**src/hdl/csemq_pkg.sv**
```systemverilog
package csemq_pkg;

	// default sizes of the wait queue and of a task id
	localparam int MAX_WAITERS_DEF  = 16;
	localparam int TASK_ID_BITS_DEF = 6;

	// signed semaphore count
	localparam int CNT_W  = 17;
	localparam int OUT_CNT_W = 16;
	localparam int INIT_W = 15;

	localparam logic signed [CNT_W-1:0] CNT_ZERO = '0;
	localparam logic signed [CNT_W-1:0] CNT_ONE  = CNT_W'(1);
	localparam logic signed [CNT_W-1:0] CNT_MAX  = CNT_W'(32767);

	// operation codes
	localparam logic [1:0] FN_WAIT   = 2'd0;
	localparam logic [1:0] FN_SIGNAL = 2'd1;
	localparam logic [1:0] FN_CANCEL = 2'd2;

	// result status codes
	localparam logic [2:0] ST_OK       = 3'd0;
	localparam logic [2:0] ST_QUEUED   = 3'd1;
	localparam logic [2:0] ST_TIMEOUT  = 3'd2;
	localparam logic [2:0] ST_ACCESS   = 3'd3;
	localparam logic [2:0] ST_RESOURCE = 3'd4;
	localparam logic [2:0] ST_VALUE    = 3'd5;
	localparam logic [2:0] ST_OVERFLOW = 3'd6;

	// configuration register indexes
	localparam logic CFG_INIT_COUNT = 1'b0;
	localparam logic CFG_BINARY     = 1'b1;

	// queue commands broadcast to every cell
	typedef struct packed {
		logic shift;   // whole queue moves one place toward the head
		logic load;    // tail cell takes the key
	} csemq_ctl_t;

	// cancel search token handed from cell to cell
	typedef struct packed {
		logic tok;
		logic found;
	} csemq_scan_t;

endpackage

```
**src/hdl/csemq_cell.sv**
```systemverilog
module csemq_cell
	import csemq_pkg::*;
#(
	parameter int ID_W = TASK_ID_BITS_DEF,
	parameter int TOT_W = 5,
	parameter int IDX = 0
) (
	input  logic              clk,
	input  logic              arst_n,
	input  csemq_ctl_t        ctl,
	input  logic [TOT_W-1:0]  total,
	input  logic [ID_W-1:0]   key,
	input  logic [ID_W-1:0]   next_id,
	input  csemq_scan_t       scan_in,
	output csemq_scan_t       scan_out,
	output logic [ID_W-1:0]   id_out
);

	logic [ID_W-1:0] id_q;
	csemq_scan_t     scan_q;
	logic            in_queue;
	logic            hit;
	logic            pull;
	logic            load_here;

	assign in_queue  = TOT_W'(IDX) < total;
	assign load_here = ctl.load && (TOT_W'(IDX) == total);
	assign hit       = scan_in.tok && in_queue && (id_q == key);
	// once the search has matched, every later cell closes the gap
	assign pull      = ctl.shift || (scan_in.tok && (scan_in.found || hit));

	always_ff @(posedge clk) begin
		if (load_here) begin
			id_q <= key;
		end else if (pull) begin
			id_q <= next_id;
		end
	end

	always_ff @(posedge clk or negedge arst_n) begin
		if (!arst_n) begin
			scan_q <= '0;
		end else begin
			scan_q.tok   <= scan_in.tok;
			scan_q.found <= scan_in.found || hit;
		end
	end

	assign scan_out = scan_q;
	assign id_out   = id_q;

endmodule

```
**src/hdl/counting_semaphore_wait_queue_top.sv**
```systemverilog
// channel | direction | handshake              | beat contents
// in      | input     | in_valid / in_ready    | func, task_id, no_wait, caller_extended,
//         |           |                        | caller_holds_resources
// out     | output    | out_valid / out_ready  | status, woken_valid, woken_task, count_now
// cfg     | input     | cfg_valid / cfg_ready  | cfg_index, cfg_data
//
// wait, signal and bad codes: the item passes S_EXEC and S_DONE, then its result enters the output register
// cancel: the item passes S_EXEC, then S_SCAN while the search runs, then S_DONE;
// the search token walks the cell row, one cell per cycle, closing the gap behind the first match
// one item at a time; a new beat is taken while the last result waits on out_ready,
// and while out_ready is low on a waiting result the next result is held back in S_DONE
// reset: count 0, queue empty, binary mode off; cfg_ready is always high
module counting_semaphore_wait_queue_top
	import csemq_pkg::*;
#(
	parameter int MAX_WAITERS  = MAX_WAITERS_DEF,
	parameter int TASK_ID_BITS = TASK_ID_BITS_DEF
) (
	input  logic                          clk,
	input  logic                          arst_n,
	// item channel
	input  logic                          in_valid,
	output logic                          in_ready,
	input  logic [1:0]                    func,
	input  logic [TASK_ID_BITS-1:0]       task_id,
	input  logic                          no_wait,
	input  logic                          caller_extended,
	input  logic                          caller_holds_resources,
	// result channel
	output logic                          out_valid,
	input  logic                          out_ready,
	output logic [2:0]                    status,
	output logic                          woken_valid,
	output logic [TASK_ID_BITS-1:0]       woken_task,
	output logic signed [OUT_CNT_W-1:0]   count_now,
	// configuration channel
	input  logic                          cfg_valid,
	output logic                          cfg_ready,
	input  logic                          cfg_index,
	input  logic [INIT_W-1:0]             cfg_data
);

	localparam int TOT_W = $clog2(MAX_WAITERS + 1);

	typedef enum logic [3:0] {
		S_IDLE = 4'b0001,
		S_EXEC = 4'b0010,
		S_SCAN = 4'b0100,
		S_DONE = 4'b1000
	} state_t;

	state_t                    state_q;
	// latched item
	logic [1:0]                func_q;
	logic [TASK_ID_BITS-1:0]   key_q;
	logic                      no_wait_q;
	logic                      ext_q;
	logic                      holds_q;
	// semaphore state
	logic signed [CNT_W-1:0]   cnt_q;
	logic [TOT_W-1:0]          total_q;
	logic                      binary_q;
	// finished result, waiting for the output register
	logic [2:0]                res_status_q;
	logic                      res_wv_q;
	logic [TASK_ID_BITS-1:0]   res_wt_q;
	logic [OUT_CNT_W-1:0]      res_cnt_q;
	// output register
	logic                      out_valid_q;
	logic [2:0]                status_q;
	logic                      woken_valid_q;
	logic [TASK_ID_BITS-1:0]   woken_task_q;
	logic [OUT_CNT_W-1:0]      count_now_q;

	// decision of the execute cycle
	logic [2:0]                ex_status;
	logic signed [CNT_W-1:0]   ex_cnt;
	logic [TOT_W-1:0]          ex_total;
	logic                      ex_wv;
	logic [TASK_ID_BITS-1:0]   ex_wt;
	logic                      scan_go;
	csemq_ctl_t                ctl;

	// end of the cancel search
	logic signed [CNT_W-1:0]   sc_cnt;
	logic                      scan_done;
	logic                      out_free;

	logic [TASK_ID_BITS-1:0]   id_c   [MAX_WAITERS];
	csemq_scan_t               scan_c [MAX_WAITERS+1];

	logic signed [CNT_W-1:0]   total_ext;

	// ------------------------------------------------------------------
	// row of queue cells, cell 0 is the head
	// ------------------------------------------------------------------
	assign scan_c[0].tok   = scan_go;
	assign scan_c[0].found = 1'b0;

	for (genvar i = 0; i < MAX_WAITERS; i++) begin : g_cell
		logic [TASK_ID_BITS-1:0] nxt;
		if (i == MAX_WAITERS - 1) begin : g_last
			assign nxt = id_c[i];       // shifted-in value past the tail is never read
		end else begin : g_mid
			assign nxt = id_c[i+1];
		end
		csemq_cell #(
			.ID_W  (TASK_ID_BITS),
			.TOT_W (TOT_W),
			.IDX   (i)
		) u_cell (
			.clk      (clk),
			.arst_n   (arst_n),
			.ctl      (ctl),
			.total    (total_q),
			.key      (key_q),
			.next_id  (nxt),
			.scan_in  (scan_c[i]),
			.scan_out (scan_c[i+1]),
			.id_out   (id_c[i])
		);
	end

	// ------------------------------------------------------------------
	// execute cycle: wait, signal and bad codes finish here; cancel
	// launches the search token into cell 0
	// ------------------------------------------------------------------
	always_comb begin
		ex_status = ST_VALUE;
		ex_cnt    = cnt_q;
		ex_total  = total_q;
		ex_wv     = 1'b0;
		ex_wt     = '0;
		scan_go   = 1'b0;
		ctl       = '0;
		if (state_q == S_EXEC) begin
			case (func_q)
				FN_WAIT: begin
					if (!ext_q) begin
						ex_status = ST_ACCESS;
					end else if (holds_q) begin
						ex_status = ST_RESOURCE;
					end else if (cnt_q > CNT_ZERO) begin
						ex_cnt    = cnt_q - CNT_ONE;
						ex_status = ST_OK;
					end else if (no_wait_q) begin
						ex_status = ST_TIMEOUT;
					end else if (total_q >= TOT_W'(MAX_WAITERS)) begin
						ex_status = ST_OVERFLOW;
					end else begin
						// join the tail
						ctl.load  = 1'b1;
						ex_total  = total_q + TOT_W'(1);
						ex_cnt    = cnt_q - CNT_ONE;
						ex_status = ST_QUEUED;
					end
				end
				FN_SIGNAL: begin
					if (binary_q && cnt_q == CNT_ONE) begin
						ex_status = ST_VALUE;
					end else if (cnt_q >= CNT_MAX) begin
						ex_status = ST_OVERFLOW;
					end else begin
						ex_cnt    = cnt_q + CNT_ONE;
						ex_status = ST_OK;
						// release the head waiter while units are still owed
						if (ex_cnt <= CNT_ZERO && total_q != '0) begin
							ex_wv     = 1'b1;
							ex_wt     = id_c[0];
							ctl.shift = 1'b1;
							ex_total  = total_q - TOT_W'(1);
						end
					end
				end
				FN_CANCEL: begin
					scan_go = 1'b1;
				end
				default: begin
					ex_status = ST_VALUE;
				end
			endcase
		end
	end

	// the search is done when the token reaches the registered output of the last cell
	assign scan_done = (state_q == S_SCAN) && scan_c[MAX_WAITERS].tok;
	assign sc_cnt    = (cnt_q < CNT_MAX) ? (cnt_q + CNT_ONE) : cnt_q;
	assign out_free  = !out_valid_q || out_ready;

	// ------------------------------------------------------------------
	// control state
	// ------------------------------------------------------------------
	always_ff @(posedge clk or negedge arst_n) begin
		if (!arst_n) begin
			state_q     <= S_IDLE;
			cnt_q       <= CNT_ZERO;
			total_q     <= '0;
			binary_q    <= 1'b0;
			out_valid_q <= 1'b0;
		end else begin
			// a finished result refills the output register once it is empty or as the old beat leaves
			if (state_q == S_DONE && out_free) begin
				out_valid_q <= 1'b1;
			end else if (out_valid_q && out_ready) begin
				out_valid_q <= 1'b0;
			end
			case (state_q)
				S_IDLE: begin
					if (in_valid) begin
						state_q <= S_EXEC;
					end
				end
				S_EXEC: begin
					if (scan_go) begin
						state_q <= S_SCAN;
					end else begin
						cnt_q   <= ex_cnt;
						total_q <= ex_total;
						state_q <= S_DONE;
					end
				end
				S_SCAN: begin
					if (scan_done) begin
						if (scan_c[MAX_WAITERS].found) begin
							cnt_q   <= sc_cnt;
							total_q <= total_q - TOT_W'(1);
						end
						state_q <= S_DONE;
					end
				end
				S_DONE: begin
					if (out_free) begin
						state_q <= S_IDLE;
					end
				end
				default: begin
					state_q <= S_IDLE;
				end
			endcase
			// user sends configuration beats only while idle; not enforced by the block
			if (cfg_valid) begin
				case (cfg_index)
					CFG_INIT_COUNT: begin
						cnt_q   <= signed'(CNT_W'(cfg_data));
						total_q <= '0;
					end
					CFG_BINARY: begin
						binary_q <= cfg_data[0];
					end
					default: begin
						binary_q <= binary_q;
					end
				endcase
			end
		end
	end

	// ------------------------------------------------------------------
	// payload registers
	// ------------------------------------------------------------------
	always_ff @(posedge clk) begin
		if (state_q == S_IDLE && in_valid) begin
			func_q    <= func;
			key_q     <= task_id;
			no_wait_q <= no_wait;
			ext_q     <= caller_extended;
			holds_q   <= caller_holds_resources;
		end
		if (state_q == S_EXEC && !scan_go) begin
			res_status_q <= ex_status;
			res_wv_q     <= ex_wv;
			res_wt_q     <= ex_wt;
			res_cnt_q    <= ex_cnt[OUT_CNT_W-1:0];
		end
		if (scan_done) begin
			res_wv_q <= 1'b0;
			res_wt_q <= '0;
			if (scan_c[MAX_WAITERS].found) begin
				res_status_q <= ST_TIMEOUT;
				res_cnt_q    <= sc_cnt[OUT_CNT_W-1:0];
			end else begin
				res_status_q <= ST_VALUE;
				res_cnt_q    <= cnt_q[OUT_CNT_W-1:0];
			end
		end
		if (state_q == S_DONE && out_free) begin
			status_q      <= res_status_q;
			woken_valid_q <= res_wv_q;
			woken_task_q  <= res_wt_q;
			count_now_q   <= res_cnt_q;
		end
	end

	assign in_ready    = (state_q == S_IDLE);
	assign cfg_ready   = 1'b1;
	assign out_valid   = out_valid_q;
	assign status      = status_q;
	assign woken_valid = woken_valid_q;
	assign woken_task  = woken_task_q;
	assign count_now   = signed'(count_now_q);

	// ------------------------------------------------------------------
	// checks
	// ------------------------------------------------------------------
	assign total_ext = signed'(CNT_W'(total_q));

	// every queued waiter is owed exactly one unit
	a_owed: assert property (@(posedge clk) disable iff (!arst_n)
		(cnt_q[CNT_W-1] || total_q != '0) |-> (cnt_q + total_ext == CNT_ZERO))
		else $error("count and waiter total disagree");

	a_total: assert property (@(posedge clk) disable iff (!arst_n)
		total_q <= TOT_W'(MAX_WAITERS))
		else $error("waiter total beyond queue size");

	a_token: assert property (@(posedge clk) disable iff (!arst_n)
		scan_c[MAX_WAITERS].tok |-> (state_q == S_SCAN))
		else $error("search token outside a cancel");

	a_woken: assert property (@(posedge clk) disable iff (!arst_n)
		out_valid_q |-> ((woken_valid_q && status_q == ST_OK) ||
			(!woken_valid_q && woken_task_q == '0)))
		else $error("woken fields inconsistent with status");

endmodule
```
**config.mk**
```make
export PLATFORM = sky130hd
export DESIGN_NAME = counting_semaphore_wait_queue_top
export DESIGN_NICKNAME = d
export VERILOG_FILES = /design/src/hdl/csemq_pkg.sv /design/src/hdl/csemq_cell.sv /design/src/hdl/counting_semaphore_wait_queue_top.sv
export SDC_FILE = /design/constraint.sdc
export NUM_CORES = 1
export LEC_CHECK = 0
export BUFFER_PORTS_ARGS = -buffer_cell sky130_fd_sc_hd__buf_2
export CAP_MARGIN = 10
export CORE_ASPECT_RATIO = 1.25
export CORE_MARGIN = 2
export CORE_UTILIZATION = 35
export DETAILED_ROUTE_END_ITERATION = 10
export PLACE_DENSITY = 0.47
export SYNTH_ARGS = -nofsm -noshare
export SYNTH_HDL_FRONTEND = slang
export SYNTH_HIERARCHICAL = 1
export SYNTH_SLANG_ARGS = --single-unit
```
**constraint.sdc**
```tcl
create_clock -name clk -period 13.84 [get_ports clk]
set_clock_uncertainty 0.2 [all_clocks]
set_input_delay 4.152 -clock clk [delete_from_list [all_inputs] [get_ports clk]]
set_output_delay 4.152 -clock clk [all_outputs]
set_load 0.1 [all_outputs]
```
==> metrics <==
Crit Path Class reg2out; core area roughly 34000 sq um; # H-tree levels 1; Clock Path Buffers 3; Synth Flop Type edfxtp_1; Tightest Pin Transition 1.153 ns; Core Rows 76; Synth-to-Final Area Change 13.66%; Overflow after GRT 0; drt drc 0; dpl hpwl 20870 um; Syn Area/Cell 12.21 sq um; pre-CTS setup slack 7.922 ns; CP Max Fanout 5; shortest period the worst path allows 6.147 ns; vias 8417; Fmax 162.7 MHz; CTS sink cnt 219; antenna viol nets, final 0; Antenna diodes 0; GRT Resource Usage Total 17.63%; Required @ worst endpoint about 9.5 ns; Synth Instances 992; Synth Register Bits 219; VDD IR max about 0.076 mV; Worst Slack Setup Final 7.693 ns; asr flop ratio synth 27.40%; Non-Filler Instances 1545; Synth top area share 37.68%; setup TNS 0 ns; Period Utilization, post-route between 40% and 50%; hold path depth 0; critical path endpoint category output pin; Worst R2R Setup Slack 9.22 ns; CTS Hold Buffers Added 0; clk slew on worst S/H paths about 0.06 ns; Yosys cell types a little over 90; Vias/cell approximately 5.4; outcome complete, no violations; R2R Path End g_cell[11].u_cell/id_out[3]; sink of the worst hold path g_cell[14].u_cell/scan_out[1]; Leak Pwr about 5.0 nW; Boundary Pins 61; fraction of layout cells with a size suffix above 1 25.53%; Mapped Area approximately 12000 sq um; DRT iter0 DRCs 541; fillers 3304; setup bufs post-CTS 0; worst skew pair latency 0.54 ns; largest net degree at the start of global routing 61; leading area contributor after synthesis edfxtp_1; die width 170.4 um; relative max-transition margin between 20% and 30%; port bufs 59; Post-synth EDFFs 152; CTS buffer count 26; Hold Path Class reg2reg; Placed Instances ~1500; global-route wire length before repair 49540 um; Final setup viols 0; YS warnings 6; Avg WL per Cell slightly above 20 um; TritonCTS clock tree yes; die extent in y about 210 um; Fin. Hold Viols 0; sequential fraction of the synthesis area 51.24%; initial antenna violation count 0; pwr/cell area 147.5 nW/um^2; vias in the first global route between 8000 and 9000; Die Area 36120 sq um; RSZ-0062 raised after global routing false; fin. max-slew vios 0; Worst setup SP type register; Nets 1095; r2r startpoint cnt_q[3]; CTS root buf clkbuf_16; DRT Pass-1 Iters 5; post-cts sizing count 0; final WL 31590 um; Area contributors post-synth edfxtp_1 (38%), dfrtp_1 (12%), mux2_2 (7.8%); hold_sp g_cell[13].u_cell/scan_out[1]; CP arrival 1.80 ns; gpl congestion 0.8721; Max Cap Viol 0; Starting Density 35.29%; worst-case reg-to-reg path depth 10
[worst max-delay path: stages (launching register included)]
cell and delay, ns:
dfrtp_1 0.42, nor2_1 0.15, nand3b_1 0.14, inv_1 0.12, buf_2 0.43
[state kept, by name, indices dropped and copies added, names as in the netlist, 2 cells and up]
signal	flops
state_q	4
key_q	6
status	3
res_cnt_q	16
res_status_q	3
func_q	2
count_now	16
g_cell.u_cell/scan_out	32
res_wt_q	6
woken_task	6
total_q	5
cnt_q	17
g_cell.u_cell/id_out	96
[stage by stage]
| stage | hold slack [ns] | power [mW] | util, % | instance area, sq um |
|---|---|---|---|---|
| 5_1_grt | 0.2179 | 2.133 | 40.10 | 13770 |
| 6_report | 0.2016 | 2.031 | 40.10 | 13770 |
| 3_3_place_gp | 0.1905 | 1.383 | 37.74 | 12950 |
| 4_1_cts | 0.2027 | 2.056 | 40.10 | 13770 |
| 3_5_place_dp | 0.1869 | 1.383 | 37.74 | 12950 |
| 2_1_floorplan | 0.1682 | 1.233 | - | 12120 |
[metal layers]
metal	part of all wire, %	wire length, um	track usage [%]	vias up
li1	-	-	-	3952
met1	41	12840	21.08	4158
met2	51	16040	31.36	227
met3	4.7	1500	2.532	80
met4	3.8	1209	7.869	0
met5	0	0	0	-
[area by class of cell]
class / instances / area, sq um / area share (%)
clock buffer: 31 / 669.4 / 4.862
clock inverter: 16 / 142.6 / 1.036
inverter: 20 / 75.07 / 0.5453
multi-input combinational: 713 / 5649 / 41.03
sequential: 219 / 6207 / 45.09
tap: 468 / 585.6 / 4.253
timing repair buffer: 78 / 437.9 / 3.181
[report_power, final]
group / internal [mW] / switching, mW
Combinational: 0.173 / 0.321
Clock: 0.382 / 0.276
Sequential: 0.777 / 0.101
Total: 1.33 / 0.699
[cells in the final DEF (no fill, tap or decap), types with 9 or more instances in the layout]
cell type / Yosys / routed
a21oi_1: 34 / 33
a31oi_1: 13 / 13
and3_1: 10 / 10
buf_2: 5 / 59
buf_4: 4 / 19
clkbuf_16: 0 / 26
dfrtp_1: 59 / 59
edfxtp_1: 152 / 152
inv_1: 19 / 19
mux2_2: 84 / 84
mux2_4: 23 / 23
nand2_1: 50 / 50
nand3_1: 27 / 27
nand4_1: 18 / 18
nor2_1: 45 / 44
nor3_1: 24 / 24
nor4_1: 12 / 12
o211ai_1: 10 / 10
o21ai_0: 38 / 38
o31ai_1: 11 / 11
or3_1: 9 / 9
xnor2_1: 72 / 72
xor2_1: 39 / 39
[worst max-delay path by stage]
stage | from | endpoint | slack [ns]
after floorplan | out_ready | count_now[0] | 7.73
after global placement | cfg_index | total_q[1] | 7.96
after detailed placement | cfg_index | total_q[1] | 7.92
after CTS | state_q[0] | in_ready | 7.65
after global routing | state_q[1] | in_ready | 7.60
final | state_q[1] | in_ready | 7.69
[logic make-up after synthesis]
group / Yosys count / share of synthesized area (%)
buf+inv: 61 / 2.376
simple gates: 272 / 14.25
mux: 111 / 11.00
other cells: 2 / 0.06200
compound gates: 211 / 12.52
flops: 219 / 51.24
fa+ha+maj: 5 / 0.5165
xor+xnor: 111 / 8.026
[cell usage after synthesis, drive strengths merged (5+ instances only)]
library cell	n
a211o	8
a211oi	5
a21o	8
a21oi	35
a221o	5
a22o	6
a31o	5
a31oi	13
and3	10
buf	16
clkbuf	25
dfrtp	59
dfxtp	7
edfxtp	152
ha	5
inv	19
mux2	108
nand2	50
nand2b	5
nand3	30
nand4	20
nand4b	9
nor2	47
nor3	29
nor4	16
nor4b	6
o211ai	11
o21a	6
o21ai	40
o21bai	10
o22ai	8
o31ai	13
or2	5
or3	12
or4	12
xnor2	72
xor2	39
(Power assumes the default switching activity.)
